$ cat config.mk
export PLATFORM = sky130hd
export DESIGN_NAME = wall_follow_navigation_controller_flat
export DESIGN_NICKNAME = d
export VERILOG_FILES = /design/src/hw/rtl/wfnc_pkg.sv /design/src/hw/rtl/wfnc_tick_if.sv /design/src/hw/rtl/wfnc_drive_if.sv /design/src/hw/rtl/wfnc_ctrl.sv /design/src/hw/rtl/wfnc_dp.sv /design/src/hw/rtl/wall_follow_navigation_controller.sv /design/src/flat_wrapper.sv
export SDC_FILE = /design/constraint.sdc
export NUM_CORES = 2
export LEC_CHECK = 0
export BUFFER_PORTS_ARGS = -buffer_cell sky130_fd_sc_hd__buf_2
export CAP_MARGIN = 20
export CORE_ASPECT_RATIO = 0.8
export CORE_MARGIN = 10
export CORE_UTILIZATION = 32
export DETAILED_ROUTE_END_ITERATION = 8
export SYNTH_ARGS = -nofsm -noshare
export SYNTH_HDL_FRONTEND = slang
export SYNTH_SLANG_ARGS = --single-unit
$ cat constraint.sdc
create_clock -name clk -period 10.1 [get_ports clk]
set_input_delay 1.01 -clock clk [delete_from_list [all_inputs] [get_ports clk]]
set_output_delay 1.01 -clock clk [all_outputs]
set_load 0.01 [all_outputs]
$ cat src/hw/rtl/wfnc_pkg.sv
// wfnc_pkg: shared types and constants for the wall follow navigation controller
// mode codes, controller states, command struct, register indexes, divider constants
// no dependencies
package wfnc_pkg;

    // default widths
    localparam int SENSOR_BITS_DEF = 10;
    localparam int SPEED_BITS_DEF  = 15;

    // fixed field widths
    localparam int HEADING_W = 12;
    localparam int MODE_W    = 3;
    localparam int LOCK_W    = 6;
    localparam int MAXSPD_W  = 15;
    localparam int REG_IDX_W = 2;

    // register indexes
    localparam logic [REG_IDX_W-1:0] REG_DISTANCE_LIMIT = 2'd0;
    localparam logic [REG_IDX_W-1:0] REG_FULL_SPEED     = 2'd1;
    localparam logic [REG_IDX_W-1:0] REG_AVOID_LOCK     = 2'd2;
    localparam logic [REG_IDX_W-1:0] REG_TURN_LOCK      = 2'd3;

    // register reset values
    localparam int unsigned DISTANCE_LIMIT_RST = 100;
    localparam logic [MAXSPD_W-1:0] FULL_SPEED_RST = 15'd6280;
    localparam logic [LOCK_W-1:0]   AVOID_LOCK_RST = 6'd30;
    localparam logic [LOCK_W-1:0]   TURN_LOCK_RST  = 6'd50;

    // heading thresholds in tenths of a degree
    localparam logic [HEADING_W-1:0] HEADING_SNAP_HI  = 12'd3570;
    localparam logic [HEADING_W-1:0] HEADING_SNAP_LO  = 12'd30;
    localparam logic [HEADING_W-1:0] ORIENT_BAND_LO   = 12'd1750;
    localparam logic [HEADING_W-1:0] ORIENT_BAND_HI   = 12'd1850;
    localparam logic [HEADING_W-1:0] HEADING_SOUTH    = 12'd1800;
    localparam logic [HEADING_W-1:0] ORIENT_LEFT_MAX  = 12'd1780;
    localparam logic [HEADING_W-1:0] ORIENT_RIGHT_MIN = 12'd1820;
    localparam int ERR_W = 9;
    localparam logic [ERR_W-1:0]     ERR_CAP          = 9'd450;

    // every speed magnitude is floor(full_speed * k / DIV_BASE)
    localparam int K_W = 13;
    localparam logic [K_W-1:0] K_HALF   = 13'd4500;
    localparam logic [K_W-1:0] K_SIXTH  = 13'd1500;
    localparam logic [K_W-1:0] K_NINTH  = 13'd1000;
    localparam logic [K_W-1:0] K_3_10   = 13'd2700;
    localparam logic [K_W-1:0] K_3_20   = 13'd1350;

    // reciprocal divide: exact for numerators below 2**28
    localparam longint unsigned DIV_BASE = 64'd9000;
    localparam int DIV_SHIFT = 42;
    localparam int RECIP_W   = 29;
    localparam logic [RECIP_W-1:0] DIV_RECIP =
        RECIP_W'(((64'd1 << DIV_SHIFT) + DIV_BASE - 64'd1) / DIV_BASE);
    localparam int N_W = MAXSPD_W + K_W;
    localparam int P_W = N_W + RECIP_W;
    localparam int Q_W = P_W - DIV_SHIFT;

    typedef enum logic [MODE_W-1:0] {
        MODE_FORWARD = 3'd0,
        MODE_WALL    = 3'd1,
        MODE_ORIENT  = 3'd2,
        MODE_AVOID   = 3'd3,
        MODE_TLEFT   = 3'd4,
        MODE_TRIGHT  = 3'd5
    } mode_t;

    typedef enum logic [2:0] {
        ST_IDLE,
        ST_DECIDE,
        ST_SCALE,
        ST_RECIP,
        ST_COMMIT
    } state_t;

    typedef struct packed {
        logic capture;
        logic decide;
        logic scale;
        logic recip;
        logic commit;
    } cmd_t;

endpackage

$ cat src/hw/rtl/wfnc_tick_if.sv
// wfnc_tick_if: input channel carrying one control tick of sensor readings
// depends on wfnc_pkg
interface wfnc_tick_if #(parameter int SENSOR_BITS = wfnc_pkg::SENSOR_BITS_DEF);
    logic                             valid;
    logic                             ready;
    logic [SENSOR_BITS-1:0]           front_a;
    logic [SENSOR_BITS-1:0]           front_b;
    logic [SENSOR_BITS-1:0]           rear_right;
    logic [SENSOR_BITS-1:0]           fore_right;
    logic [SENSOR_BITS-1:0]           rear_left;
    logic [SENSOR_BITS-1:0]           fore_left;
    logic [wfnc_pkg::HEADING_W-1:0]   heading_tenths;

    modport source (
        output valid, front_a, front_b, rear_right, fore_right, rear_left, fore_left,
        output heading_tenths,
        input  ready
    );
    modport sink (
        input  valid, front_a, front_b, rear_right, fore_right, rear_left, fore_left,
        input  heading_tenths,
        output ready
    );
endinterface

$ cat src/hw/rtl/wfnc_drive_if.sv
// wfnc_drive_if: output channel carrying mode, wheel speeds and lock count
// depends on wfnc_pkg
interface wfnc_drive_if #(parameter int SPEED_BITS = wfnc_pkg::SPEED_BITS_DEF);
    logic                           valid;
    logic                           ready;
    logic [wfnc_pkg::MODE_W-1:0]    mode;
    logic signed [SPEED_BITS-1:0]   left_speed;
    logic signed [SPEED_BITS-1:0]   right_speed;
    logic [wfnc_pkg::LOCK_W-1:0]    lock_remaining;

    modport source (
        output valid, mode, left_speed, right_speed, lock_remaining,
        input  ready
    );
    modport sink (
        input  valid, mode, left_speed, right_speed, lock_remaining,
        output ready
    );
endinterface

$ cat src/hw/rtl/wfnc_ctrl.sv
// wfnc_ctrl: sequencing state machine and output valid register
// depends on wfnc_pkg
module wfnc_ctrl (
    input  logic           clk,
    input  logic           rst_n,
    input  logic           in_valid,
    output logic           in_ready,
    output logic           out_valid,
    input  logic           out_ready,
    output wfnc_pkg::cmd_t cmd
);
    import wfnc_pkg::*;

    state_t state_reg, state_next;
    logic   out_valid_reg, out_valid_next;
    logic   out_free;

    assign out_free  = !out_valid_reg || out_ready;
    assign out_valid = out_valid_reg;

    always_comb
    begin
        state_next = state_reg;
        case (state_reg)
            ST_IDLE:   if (in_valid) state_next = ST_DECIDE;
            ST_DECIDE: state_next = ST_SCALE;
            ST_SCALE:  state_next = ST_RECIP;
            ST_RECIP:  state_next = ST_COMMIT;
            ST_COMMIT:
            begin
                if (out_free)
                    state_next = in_valid ? ST_DECIDE : ST_IDLE;
            end
            default:   state_next = ST_IDLE;
        endcase
    end

    always_comb
    begin
        in_ready = 1'b0;
        cmd      = '0;
        case (state_reg)
            ST_IDLE:
            begin
                in_ready    = 1'b1;
                cmd.capture = in_valid;
            end
            ST_DECIDE: cmd.decide = 1'b1;
            ST_SCALE:  cmd.scale  = 1'b1;
            ST_RECIP:  cmd.recip  = 1'b1;
            ST_COMMIT:
            begin
                in_ready    = out_free;
                cmd.commit  = out_free;
                cmd.capture = out_free && in_valid;
            end
            default: ;
        endcase
    end

    always_comb
    begin
        if (cmd.commit)
            out_valid_next = 1'b1;
        else if (out_ready)
            out_valid_next = 1'b0;
        else
            out_valid_next = out_valid_reg;
    end

    always_ff @(posedge clk or negedge rst_n)
    begin
        if (!rst_n)
        begin
            state_reg     <= ST_IDLE;
            out_valid_reg <= 1'b0;
        end
        else
        begin
            state_reg     <= state_next;
            out_valid_reg <= out_valid_next;
        end
    end

endmodule

$ cat src/hw/rtl/wfnc_dp.sv
// wfnc_dp: config registers, mode decision, speed scaling by reciprocal multiply
// depends on wfnc_pkg; driven by the command struct from wfnc_ctrl
module wfnc_dp #(
    parameter int SENSOR_BITS = wfnc_pkg::SENSOR_BITS_DEF,
    parameter int SPEED_BITS  = wfnc_pkg::SPEED_BITS_DEF,
    parameter int CFG_W       = wfnc_pkg::MAXSPD_W
) (
    input  logic                               clk,
    input  logic                               rst_n,
    input  wfnc_pkg::cmd_t                     cmd,
    input  logic                               cfg_we,
    input  logic [wfnc_pkg::REG_IDX_W-1:0]     cfg_index,
    input  logic [CFG_W-1:0]                   cfg_data,
    input  logic [SENSOR_BITS-1:0]             front_a,
    input  logic [SENSOR_BITS-1:0]             front_b,
    input  logic [SENSOR_BITS-1:0]             rear_right,
    input  logic [SENSOR_BITS-1:0]             fore_right,
    input  logic [SENSOR_BITS-1:0]             rear_left,
    input  logic [SENSOR_BITS-1:0]             fore_left,
    input  logic [wfnc_pkg::HEADING_W-1:0]     heading_tenths,
    output logic [wfnc_pkg::MODE_W-1:0]        mode,
    output logic signed [SPEED_BITS-1:0]       left_speed,
    output logic signed [SPEED_BITS-1:0]       right_speed,
    output logic [wfnc_pkg::LOCK_W-1:0]        lock_remaining
);
    import wfnc_pkg::*;

    localparam int SAT_W = ((SPEED_BITS > Q_W) ? SPEED_BITS : Q_W) + 2;
    localparam logic signed [SAT_W-1:0] SPD_HI =
        SAT_W'((longint'(1) << (SPEED_BITS - 1)) - 1);
    localparam logic signed [SAT_W-1:0] SPD_LO = SAT_W'(-SPD_HI - SAT_W'(1));

    // config
    logic [SENSOR_BITS-1:0] dist_limit_reg;
    logic [MAXSPD_W-1:0]    full_speed_reg;
    logic [LOCK_W-1:0]      avoid_lock_reg;
    logic [LOCK_W-1:0]      turn_lock_reg;

    // captured tick
    logic [SENSOR_BITS-1:0] fa_reg, fb_reg, br_reg, fr_reg, bl_reg, fl_reg;
    logic [HEADING_W-1:0]   head_reg;

    // controller state
    mode_t                  mode_reg, mode_next;
    logic [LOCK_W-1:0]      lock_reg, lock_next;
    logic                   btl_reg, btl_next;
    logic signed [SPEED_BITS-1:0] held_l_reg, held_l_next;
    logic signed [SPEED_BITS-1:0] held_r_reg, held_r_next;

    // per-wheel plan and divider lanes
    logic                   upd_l_reg, upd_l_next, upd_r_reg, upd_r_next;
    logic                   neg_l_reg, neg_l_next, neg_r_reg, neg_r_next;
    logic [K_W-1:0]         k_l_reg, k_l_next, k_r_reg, k_r_next;
    logic [N_W-1:0]         n_l_reg, n_l_next, n_r_reg, n_r_next;
    logic [Q_W-1:0]         q_l_reg, q_l_next, q_r_reg, q_r_next;
    logic [P_W-1:0]         prod_l, prod_r;

    // output payload
    mode_t                        out_mode_reg;
    logic [LOCK_W-1:0]            out_lock_reg;
    logic signed [SPEED_BITS-1:0] out_l_reg, out_r_reg;

    // decision terms
    logic [SENSOR_BITS:0]   fsum, lim2;
    logic [HEADING_W-1:0]   h_snap, h_diff;
    logic [ERR_W-1:0]       err;
    logic [K_W-1:0]         k_fwd, k_bwd;
    logic br_gt, fr_gt, bl_gt, fl_gt, fa_gt, fb_gt;
    logic locked, orient_cond, avoid_req, corner, wall_c1, wall_c2;

    function automatic logic signed [SPEED_BITS-1:0] sat_speed(
        input logic neg, input logic [Q_W-1:0] q);
        logic signed [SAT_W-1:0] v;
        logic signed [SAT_W-1:0] c;
        v = $signed(SAT_W'(q));
        if (neg)
            v = -v;
        if (v > SPD_HI)
            c = SPD_HI;
        else if (v < SPD_LO)
            c = SPD_LO;
        else
            c = v;
        return c[SPEED_BITS-1:0];
    endfunction

    always_ff @(posedge clk or negedge rst_n)
    begin
        if (!rst_n)
        begin
            dist_limit_reg <= SENSOR_BITS'(DISTANCE_LIMIT_RST);
            full_speed_reg <= FULL_SPEED_RST;
            avoid_lock_reg <= AVOID_LOCK_RST;
            turn_lock_reg  <= TURN_LOCK_RST;
        end
        else if (cfg_we)
        begin
            case (cfg_index)
                REG_DISTANCE_LIMIT: dist_limit_reg <= cfg_data[SENSOR_BITS-1:0];
                REG_FULL_SPEED:     full_speed_reg <= cfg_data[MAXSPD_W-1:0];
                REG_AVOID_LOCK:     avoid_lock_reg <= cfg_data[LOCK_W-1:0];
                REG_TURN_LOCK:      turn_lock_reg  <= cfg_data[LOCK_W-1:0];
                default: ;
            endcase
        end
    end

    always_ff @(posedge clk)
    begin
        if (cmd.capture)
        begin
            fa_reg   <= front_a;
            fb_reg   <= front_b;
            br_reg   <= rear_right;
            fr_reg   <= fore_right;
            bl_reg   <= rear_left;
            fl_reg   <= fore_left;
            head_reg <= heading_tenths;
        end
    end

    // sensor and heading terms
    always_comb
    begin
        fsum   = {1'b0, fa_reg} + {1'b0, fb_reg};
        lim2   = {dist_limit_reg, 1'b0};
        br_gt  = br_reg > dist_limit_reg;
        fr_gt  = fr_reg > dist_limit_reg;
        bl_gt  = bl_reg > dist_limit_reg;
        fl_gt  = fl_reg > dist_limit_reg;
        fa_gt  = fa_reg > dist_limit_reg;
        fb_gt  = fb_reg > dist_limit_reg;
        // near north counts as zero, and so does anything past the wrap
        if (head_reg > HEADING_SNAP_HI || head_reg < HEADING_SNAP_LO)
            h_snap = '0;
        else
            h_snap = head_reg;
        if (h_snap >= HEADING_SOUTH)
            h_diff = h_snap - HEADING_SOUTH;
        else
            h_diff = HEADING_SOUTH - h_snap;
        err    = (h_diff > HEADING_W'(ERR_CAP)) ? ERR_CAP : h_diff[ERR_W-1:0];
        k_bwd  = K_W'({err, 2'b00});
        k_fwd  = K_W'({err, 2'b00}) + K_W'(err);
        locked = (mode_reg == MODE_AVOID && fsum != '0) || lock_reg != '0;
        orient_cond = fr_reg == '0 && br_reg == '0 && fa_reg == '0 && fb_reg == '0
                   && (h_snap < ORIENT_BAND_LO || h_snap > ORIENT_BAND_HI);
        avoid_req = mode_reg != MODE_AVOID && (fa_gt || fb_gt);
        corner    = fr_gt && fsum > lim2;
        wall_c1   = (br_gt && br_reg > fr_reg) || (fl_gt && bl_reg < fl_reg);
        wall_c2   = (fr_gt && br_reg < fr_reg) || (bl_gt && bl_reg > fl_reg);
    end

    // mode decision; when unlocked, later rules override earlier ones for the mode, but the first lock loaded stays
    always_comb
    begin
        mode_next = mode_reg;
        lock_next = lock_reg;
        btl_next  = btl_reg;
        if (locked)
        begin
            if (lock_reg != '0)
                lock_next = lock_reg - LOCK_W'(1);
        end
        else
        begin
            mode_next = MODE_FORWARD;
            if (br_gt || fr_gt || bl_gt || fl_gt)
                mode_next = MODE_WALL;
            if (orient_cond)
                mode_next = MODE_ORIENT;
            if (avoid_req)
            begin
                mode_next = MODE_AVOID;
                btl_next  = !btl_reg;
                if (lock_next == '0)
                    lock_next = avoid_lock_reg;
            end
            if (corner && br_gt)
            begin
                mode_next = MODE_TLEFT;
                if (lock_next == '0)
                    lock_next = turn_lock_reg;
            end
            if (corner && bl_gt)
            begin
                mode_next = MODE_TRIGHT;
                if (lock_next == '0)
                    lock_next = turn_lock_reg;
            end
        end
    end

    // speed plan for the new mode; no update means the wheel holds
    always_comb
    begin
        upd_l_next = 1'b0;
        upd_r_next = 1'b0;
        neg_l_next = 1'b0;
        neg_r_next = 1'b0;
        k_l_next   = '0;
        k_r_next   = '0;
        case (mode_next)
            MODE_FORWARD:
            begin
                upd_l_next = 1'b1;
                upd_r_next = 1'b1;
                k_l_next   = K_HALF;
                k_r_next   = K_HALF;
            end
            MODE_AVOID:
            begin
                upd_l_next = 1'b1;
                upd_r_next = 1'b1;
                neg_l_next = btl_next;
                neg_r_next = !btl_next;
                k_l_next   = btl_next ? K_SIXTH : K_NINTH;
                k_r_next   = btl_next ? K_NINTH : K_SIXTH;
            end
            MODE_WALL:
            begin
                if (wall_c1 || wall_c2)
                begin
                    upd_l_next = 1'b1;
                    upd_r_next = 1'b1;
                end
                if (wall_c2)
                begin
                    k_l_next = K_3_20;
                    k_r_next = K_3_10;
                end
                else
                begin
                    k_l_next = K_3_10;
                    k_r_next = K_3_20;
                end
            end
            MODE_TLEFT:
            begin
                upd_l_next = 1'b1;
                upd_r_next = 1'b1;
                neg_l_next = 1'b1;
                k_l_next   = K_SIXTH;
                k_r_next   = K_NINTH;
            end
            MODE_TRIGHT:
            begin
                upd_l_next = 1'b1;
                upd_r_next = 1'b1;
                neg_r_next = 1'b1;
                k_l_next   = K_NINTH;
                k_r_next   = K_SIXTH;
            end
            MODE_ORIENT:
            begin
                if (h_snap <= ORIENT_LEFT_MAX)
                begin
                    upd_l_next = 1'b1;
                    upd_r_next = 1'b1;
                    neg_l_next = 1'b1;
                    k_l_next   = k_bwd;
                    k_r_next   = k_fwd;
                end
                if (h_snap >= ORIENT_RIGHT_MIN)
                begin
                    upd_l_next = 1'b1;
                    upd_r_next = 1'b1;
                    neg_r_next = 1'b1;
                    k_l_next   = k_fwd;
                    k_r_next   = k_bwd;
                end
            end
            default: ;
        endcase
    end

    // numerator, then multiply by the reciprocal of the common divisor
    always_comb
    begin
        n_l_next = N_W'(full_speed_reg) * N_W'(k_l_reg);
        n_r_next = N_W'(full_speed_reg) * N_W'(k_r_reg);
        prod_l   = P_W'(n_l_reg) * P_W'(DIV_RECIP);
        prod_r   = P_W'(n_r_reg) * P_W'(DIV_RECIP);
        q_l_next = prod_l[DIV_SHIFT +: Q_W];
        q_r_next = prod_r[DIV_SHIFT +: Q_W];
        held_l_next = upd_l_reg ? sat_speed(neg_l_reg, q_l_reg) : held_l_reg;
        held_r_next = upd_r_reg ? sat_speed(neg_r_reg, q_r_reg) : held_r_reg;
    end

    always_ff @(posedge clk or negedge rst_n)
    begin
        if (!rst_n)
        begin
            mode_reg   <= MODE_FORWARD;
            lock_reg   <= '0;
            btl_reg    <= 1'b1;
            held_l_reg <= '0;
            held_r_reg <= '0;
        end
        else
        begin
            if (cmd.decide)
            begin
                mode_reg <= mode_next;
                lock_reg <= lock_next;
                btl_reg  <= btl_next;
            end
            if (cmd.commit)
            begin
                held_l_reg <= held_l_next;
                held_r_reg <= held_r_next;
            end
        end
    end

    always_ff @(posedge clk)
    begin
        if (cmd.decide)
        begin
            upd_l_reg <= upd_l_next;
            upd_r_reg <= upd_r_next;
            neg_l_reg <= neg_l_next;
            neg_r_reg <= neg_r_next;
            k_l_reg   <= k_l_next;
            k_r_reg   <= k_r_next;
        end
        if (cmd.scale)
        begin
            n_l_reg <= n_l_next;
            n_r_reg <= n_r_next;
        end
        if (cmd.recip)
        begin
            q_l_reg <= q_l_next;
            q_r_reg <= q_r_next;
        end
        if (cmd.commit)
        begin
            out_mode_reg <= mode_reg;
            out_lock_reg <= lock_reg;
            out_l_reg    <= held_l_next;
            out_r_reg    <= held_r_next;
        end
    end

    assign mode           = out_mode_reg;
    assign lock_remaining = out_lock_reg;
    assign left_speed     = out_l_reg;
    assign right_speed    = out_r_reg;

endmodule

$ cat src/hw/rtl/wall_follow_navigation_controller.sv
// wall_follow_navigation_controller: each tick passes decide, scale, reciprocal and commit
// before its result is valid; one tick is in flight at a time, set by that sequence
// a new tick is taken in the commit cycle once the previous result is taken or none waits
// reset: async active low; registers back to defaults, mode forward, lock zero,
// backing turn left, held speeds zero, no result pending
module wall_follow_navigation_controller #(
    parameter int SENSOR_BITS = wfnc_pkg::SENSOR_BITS_DEF,
    parameter int SPEED_BITS  = wfnc_pkg::SPEED_BITS_DEF,
    localparam int CFG_W = (SENSOR_BITS > wfnc_pkg::MAXSPD_W) ? SENSOR_BITS
                                                               : wfnc_pkg::MAXSPD_W
) (
    input  logic                           clk,
    input  logic                           rst_n,
    // configuration write port
    input  logic                           cfg_we,
    input  logic [wfnc_pkg::REG_IDX_W-1:0] cfg_index,
    input  logic [CFG_W-1:0]               cfg_data,
    // sensor tick in, drive command out
    wfnc_tick_if.sink                      tick_in,
    wfnc_drive_if.source                   drive_out
);
    import wfnc_pkg::*;

    // command bundle from the sequencer to the datapath
    cmd_t cmd;

    // sequencer: idle -> decide -> scale -> reciprocal -> commit
    // commit waits while a result is still held and not taken
    wfnc_ctrl u_ctrl (
        .clk       (clk),
        .rst_n     (rst_n),
        .in_valid  (tick_in.valid),
        .in_ready  (tick_in.ready),
        .out_valid (drive_out.valid),
        .out_ready (drive_out.ready),
        .cmd       (cmd)
    );

    // datapath: captures the tick, updates mode and lock, then scales both
    // wheel speeds as full_speed * k / 9000 with one reciprocal multiply per lane
    wfnc_dp #(
        .SENSOR_BITS (SENSOR_BITS),
        .SPEED_BITS  (SPEED_BITS),
        .CFG_W       (CFG_W)
    ) u_dp (
        .clk            (clk),
        .rst_n          (rst_n),
        .cmd            (cmd),
        .cfg_we         (cfg_we),
        .cfg_index      (cfg_index),
        .cfg_data       (cfg_data),
        .front_a        (tick_in.front_a),
        .front_b        (tick_in.front_b),
        .rear_right     (tick_in.rear_right),
        .fore_right     (tick_in.fore_right),
        .rear_left      (tick_in.rear_left),
        .fore_left      (tick_in.fore_left),
        .heading_tenths (tick_in.heading_tenths),
        .mode           (drive_out.mode),
        .left_speed     (drive_out.left_speed),
        .right_speed    (drive_out.right_speed),
        .lock_remaining (drive_out.lock_remaining)
    );

endmodule
$ cat src/flat_wrapper.sv
// flat-port wrapper written by rule: the top's interface ports become plain ports
module wall_follow_navigation_controller_flat import wfnc_pkg::*;
#(
    parameter int SENSOR_BITS = wfnc_pkg::SENSOR_BITS_DEF,
    parameter int SPEED_BITS  = wfnc_pkg::SPEED_BITS_DEF,
    localparam int CFG_W = (SENSOR_BITS > wfnc_pkg::MAXSPD_W) ? SENSOR_BITS
                                                               : wfnc_pkg::MAXSPD_W
)
  (clk, rst_n, cfg_we, cfg_index, cfg_data, tick_in_valid, tick_in_front_a, tick_in_front_b, tick_in_rear_right, tick_in_fore_right, tick_in_rear_left, tick_in_fore_left, tick_in_heading_tenths, tick_in_ready, drive_out_valid, drive_out_mode, drive_out_left_speed, drive_out_right_speed, drive_out_lock_remaining, drive_out_ready);
  wfnc_tick_if #(.SENSOR_BITS(SENSOR_BITS)) tick_in_i ();
  wfnc_drive_if #(.SPEED_BITS(SPEED_BITS)) drive_out_i ();
  input  logic clk;
  input  logic rst_n;
  input  logic cfg_we;
  input  logic [wfnc_pkg::REG_IDX_W-1:0] cfg_index;
  input  logic [CFG_W-1:0] cfg_data;
  input wire logic [$bits(tick_in_i.valid)-1:0] tick_in_valid;
  input wire logic [$bits(tick_in_i.front_a)-1:0] tick_in_front_a;
  input wire logic [$bits(tick_in_i.front_b)-1:0] tick_in_front_b;
  input wire logic [$bits(tick_in_i.rear_right)-1:0] tick_in_rear_right;
  input wire logic [$bits(tick_in_i.fore_right)-1:0] tick_in_fore_right;
  input wire logic [$bits(tick_in_i.rear_left)-1:0] tick_in_rear_left;
  input wire logic [$bits(tick_in_i.fore_left)-1:0] tick_in_fore_left;
  input wire logic [$bits(tick_in_i.heading_tenths)-1:0] tick_in_heading_tenths;
  output wire logic [$bits(tick_in_i.ready)-1:0] tick_in_ready;
  output wire logic [$bits(drive_out_i.valid)-1:0] drive_out_valid;
  output wire logic [$bits(drive_out_i.mode)-1:0] drive_out_mode;
  output wire logic [$bits(drive_out_i.left_speed)-1:0] drive_out_left_speed;
  output wire logic [$bits(drive_out_i.right_speed)-1:0] drive_out_right_speed;
  output wire logic [$bits(drive_out_i.lock_remaining)-1:0] drive_out_lock_remaining;
  input wire logic [$bits(drive_out_i.ready)-1:0] drive_out_ready;
  assign tick_in_i.valid = tick_in_valid;
  assign tick_in_i.front_a = tick_in_front_a;
  assign tick_in_i.front_b = tick_in_front_b;
  assign tick_in_i.rear_right = tick_in_rear_right;
  assign tick_in_i.fore_right = tick_in_fore_right;
  assign tick_in_i.rear_left = tick_in_rear_left;
  assign tick_in_i.fore_left = tick_in_fore_left;
  assign tick_in_i.heading_tenths = tick_in_heading_tenths;
  assign tick_in_ready = tick_in_i.ready;
  assign drive_out_valid = drive_out_i.valid;
  assign drive_out_mode = drive_out_i.mode;
  assign drive_out_left_speed = drive_out_i.left_speed;
  assign drive_out_right_speed = drive_out_i.right_speed;
  assign drive_out_lock_remaining = drive_out_i.lock_remaining;
  assign drive_out_i.ready = drive_out_ready;
  wall_follow_navigation_controller #(.SENSOR_BITS(SENSOR_BITS), .SPEED_BITS(SPEED_BITS)) u_core (.clk(clk), .rst_n(rst_n), .cfg_we(cfg_we), .cfg_index(cfg_index), .cfg_data(cfg_data), .tick_in(tick_in_i), .drive_out(drive_out_i));
endmodule
# ---- Word level (Yosys, flattened, before mapping)
# Cells that the tools add are included.
dict set report classes {
  add_sub_neg 7
  n_mul 4
  n_lt_le_gt_ge 23
  eq_ne 17
  mux 58
  reduce_logical 48
}
# cell count
set ops {}
lappend ops {{$pmux 13 s6} 2}
lappend ops {{$mul 28x29->57 const B} 2}
lappend ops {{$mux 15} 6}
lappend ops {{$gt 10x10->1} 8}
lappend ops {{$mux 12} 5}
lappend ops {{$mux 6} 10}
lappend ops {{$mul 15x13->28} 2}
lappend ops {{$logic_not 10->1} 4}
lappend ops {{$gt 17x15->1 const B} 2}
lappend ops {{$lt 17x15->1 const B} 2}
lappend ops {{$mux 17} 2}
lappend ops {{$neg 15->17} 2}
lappend ops {{$mux 11} 3}
lappend ops {{$mux 13} 2}
lappend ops {{$ge 12x11->1 const B} 2}
lappend ops {{$mux 3} 7}
lappend ops {{$lt 10x10->1} 2}
lappend ops {{$logic_not 6->1} 3}
lappend ops {{$eq 3x2->1 const B} 5}
lappend ops {{$pmux 3 s5} 1}
lappend ops {{$logic_and 1x1->1} 14}
lappend ops {{$mux 1} 14}
lappend ops {{$add 11x9->12} 1}
lappend ops {{$gt 12x11->1 const B} 1}
lappend ops {{other kinds (29)} 55}
dict set report totals {
  regBits 307
  input_bits 94
  out_inout_bits 41
  elab_cells 188
}

# ---- Longest topological paths before layout
dict set report depth {
  depth_word 14
  mapped_depth 26
  mapped_depth_nobuf 25
}

# ---- By module
# A second synthesis with hierarchy kept.
dict set report unflattened {
  cells_unflattened 5020
  hier_area_um2 51637.0
}
# mod n_inst cells_per_inst area_each_um2
set by_module_without_submodules {}
lappend by_module_without_submodules {wfnc_dp 1 4998 51421.8}
lappend by_module_without_submodules {wfnc_ctrl 1 22 215.2}

# ---- Worst setup path after synthesis
# No wires, ideal clock.
dict set report synth_path {
  kind {register -> register}
  startpoint {register u_core.u_dp.n_r_reg[26]}
  endpoint {register u_core.u_dp.q_r_reg[14] (data pin)}
  setup_time_ps 264
  arrival_ps 6293
  required_ps 9836
  setup_slack_ps 3543
  stages_incl_launch_ff 23
  n_path_buf 0
  period_less_slack_ps 6557
  cell_sequence {edfxtp_1 -> inv_1 -> ha_1 -> fa_1 -> fa_1 -> inv_1 -> fa_1 -> inv_1 -> fa_1 -> fa_1 -> inv_1 -> fa_1 -> ha_1 -> nand4_1 -> or2_2 -> o221a_2 -> or4b_2 -> o211ai_1 -> nand2_1 -> nand2_1 -> a41o_1 -> a221oi_1 -> xnor2_1}
}
dict set report synth_between {
  elab_chain_len 1
}
# element line
set synth_lines {}
lappend synth_lines {{start, declared} wfnc_dp.sv:54} ;# logic [N_W-1:0] n_l_reg, n_l_next, n_r_reg, n_r_next;
lappend synth_lines {{start signal, assigned} wfnc_dp.sv:330} ;# n_r_reg <= n_r_next;
lappend synth_lines {{$mul 28x29->57} wfnc_dp.sv:283} ;# prod_r = P_W'(n_r_reg) * P_W'(DIV_RECIP);
lappend synth_lines {{named net u_core.u_dp.prod_r[56]} wfnc_dp.sv:56} ;# logic [P_W-1:0] prod_l, prod_r;
lappend synth_lines {{end signal, assigned} wfnc_dp.sv:335} ;# q_r_reg <= q_r_next;
lappend synth_lines {{end, declared} wfnc_dp.sv:55} ;# logic [Q_W-1:0] q_l_reg, q_l_next, q_r_reg, q_r_next;
# The timed path passes the listed nets, and every way through them passes these cells.
# A chain may end at the register's enable or synchronous reset.

# ---- Worst setup path in the final report
dict set report layout_path {
  startpoint {register u_core.u_dp.n_r_reg[19]}
  endpoint {register u_core.u_dp.q_r_reg[14] (data pin)}
}
# The elaborated chain is that of the path after synthesis.

==> out/metrics.yaml <==
path_cells: "ha_1 -> fa_1 -> inv_1 -> fa_1 -> inv_1 -> fa_1 -> inv_1 -> fa_1 -> fa_1 -> inv_1 -> fa_1 -> ha_1 -> a21o_1 -> a21o_1 -> a2111oi_0 -> o221a_2 -> or4b_2 -> o211ai_1 -> nand2_1 -> nand2_1 -> a41o_1 -> a221oi_1 -> xnor2_1"
cp_num_cells: 23
cap_violations: 0
clkLatencyLatePin_ns: 0.66
arrival_ns: 7.92
tightest_slew_ns: 1.03
grt_pass1_vias: 37500
reg2reg_to: "u_core.u_dp.q_r_reg[14]"
synth.avg_cell_area_um2: 10.2
cts_hold_buf: 0
avgRoutedWirePerCell_um: 17.2
rsz0062_at_grt: "false"
grt_pass1_wl_um: 208000
path_class: "reg -> reg"
synthesis.nets: 6910
drv_slew: 0
viasPerCell: 4.77
seq_area_frac_synth: 0.170
cts.sinks: 306
die_height_um: 380
route.met2.wl_um: 52800
synthXorXnorAreaFrac: 0.0196
ctsResizeCount: 0
postLayoutCoreUtil: 0.348
antenna_found_initial: 9
num_io_pins: 135
synth_top_family_by_area: "adder cells"
clk_pin_slew_worst_paths_ns: 0.09
synth_compound_area_frac: 0.0738
critPathCapture: "u_core.u_dp.q_r_reg[14]"
finalHoldViolCount: 0
routed-via-count: 35100
relSlewSlack: 0.297
routed_wl_um: 127000
critical_path_buf_inv_count: 4
max_stage_delay_ns: 0.71
finClkSkew_ns: 0.0513
cp-startpoint: "u_core.u_dp.n_r_reg[19]"
top_layer_used: "met5"
grtUsageTotal: 0.142
synth_ff_type: "edfxtp_1"
synth-simple-area-share: 0.0934
status: "finished clean"
ys_seq_elements: 306
gp_congestion: 0.932
setup_tns_ns: 0
fin_ws_ns: 2.53
dp_hpwl_um: 109000
die_x_um: 470
wl_met1_um: 62800
drt_iter0_drc: 2191
root_buffer: "clkbuf_16"
cts_tree: "built"
reg2reg_setup_slack_ns: 2.53
drive_gt1_frac: 0.0637
synth_area_mm2: 0.0519
core-area_mm2: 0.162
fp.dieArea_mm2: 0.179
wl_met3_um: 9180
final-setup-viol-count: 0
muxShareOfSynthArea: 0.0147
syn_inst: 5095
ys_async_sr_fraction: 0.265
ys_types: 93
fmax_mhz: 132
grt-ovfl-total: 0
yosysWarnings: 0
final_common_cell: "inv_1"
synth_edf_count: 225
drt_pre_antenna_iters: 6
path_common_cell: "fa_1"
postCtsSetupBuffers: 0
cts_buffer_depth: 3
cp_max_fo: 9
crit_family: "adder cells"
r2r-start: "u_core.u_dp.n_r_reg[19]"
fin_nets: 7002
grt_max_degree: 73
fin_crit_ns: 7.57
synth_adder_area_share: 0.533
reg2reg_depth: 23
rows: 132
hold_class: "in -> async"
cts_buffers: 31
crit_slowest_cell: "a2111oi_0"
post_dp_cell_area_mm2: 0.0550
cp.required_ns: 10.46
most-common-layout-cells: "1,223 x inv_1, 913 x ha_1, 808 x fa_1"
period_share: 0.749
postLayoutCellArea_mm2: 0.0561
portBuffers: 134
floorplan.initialDensity: 0.321
end_kind: "register"
ant_nets: 0
dpl_worst_slack_ns: 2.62
cts_max_level: 1
area.growth.synth_to_final_pct: 8.27
cp-start-kind: "register"
drc: 0
worst reg2reg max path, stage by stage (launching register included):
cell and delay [ns]:
edfxtp_1 0.63, ha_1 0.41, fa_1 0.52, inv_1 0.05, fa_1 0.53, inv_1 0.05, fa_1 0.48, inv_1 0.05
fa_1 0.45, fa_1 0.49, inv_1 0.05, fa_1 0.43, ha_1 0.31, a21o_1 0.19, a21o_1 0.17, a2111oi_0 0.71
o221a_2 0.32, or4b_2 0.15, o211ai_1 0.25, nand2_1 0.20, nand2_1 0.11, a41o_1 0.32, a221oi_1 0.36, xnor2_1 0.10
metrics by stage:
step           hold WS (ns)  cells
6_report              0.262   7361
5_1_grt               0.251   7358
4_1_cts               0.233   7356
3_5_place_dp          0.496   7298
3_3_place_gp          0.484   7296
2_1_floorplan         0.459   5095
layout make-up:
class | instances | area [um^2]
diodes | 5 | 12.5
repair buffers | 157 | 841
well taps | 2144 | 2680
clock inverters | 23 | 280
clock buffers | 35 | 843
fillers | 16300 | 105000
flip-flops and latches | 306 | 8800
multi-input cells | 3467 | 38100
inverters | 1224 | 4600
synthesized netlist by cell type, types with 24 or more instances:
cell,number,area share
inv_1,1223,0.089
ha_1,913,0.22
fa_1,808,0.31
nand2_1,356,0.026
edfxtp_1,225,0.13
a21oi_1,184,0.018
and2_1,175,0.021
nor2_1,153,0.011
o21ai_0,95,0.0092
xnor2_1,88,0.015
clkbuf_1,84,0.0061
dfrtp_1,66,0.032
mux2_2,60,0.013
a21o_1,59,0.0085
nand3_1,50,0.0048
nor3_1,50,0.0048
o211ai_1,28,0.0041
xor2_1,28,0.0047
nand2b_1,27,0.0033
o21a_1,27,0.0039
nor2b_1,25,0.0030
nand4_1,24,0.0029
worst min-delay path by stage:
stage                                     from                         end  slack (ns)  depth (start not counted)
floorplan           u_core.u_ctrl.state_reg[0]  u_core.u_ctrl.state_reg[0]        0.46                          1
global placement       u_core.u_dp.mode_reg[1]         u_core.u_dp.mode[1]        0.48                          0
detailed placement   u_core.u_dp.held_l_reg[5]   u_core.u_dp.held_l_reg[5]        0.50                          1
CTS                                      rst_n   u_core.u_dp.held_l_reg[2]        0.23                          1
global route                             rst_n   u_core.u_dp.held_l_reg[3]        0.25                          1
finish                                   rst_n   u_core.u_dp.held_l_reg[3]        0.26                          1
metal layers:
layer	vias to the layer above	global-route usage
met4	2	0.0188
met5	-	0
met3	111	0.0333
met2	971	0.214
li1	16600	-
met1	17400	0.212
cells by family (layout without fill, tap and decap cells):
family | Yosys count | after routing
buffers and inverters | 1322 | 1439
other | 0 | 5
AO/OA/AOI/OAI | 581 | 581
flip-flops | 306 | 306
AND/OR/NAND/NOR | 979 | 979
multiplexers | 68 | 68
adder cells (fa/ha/maj) | 1723 | 1723
XOR/XNOR | 116 | 116
Power is left out: the tool's default activity adds up to more than one toggle a clock period on the data nets, which glitch-free logic cannot reach.
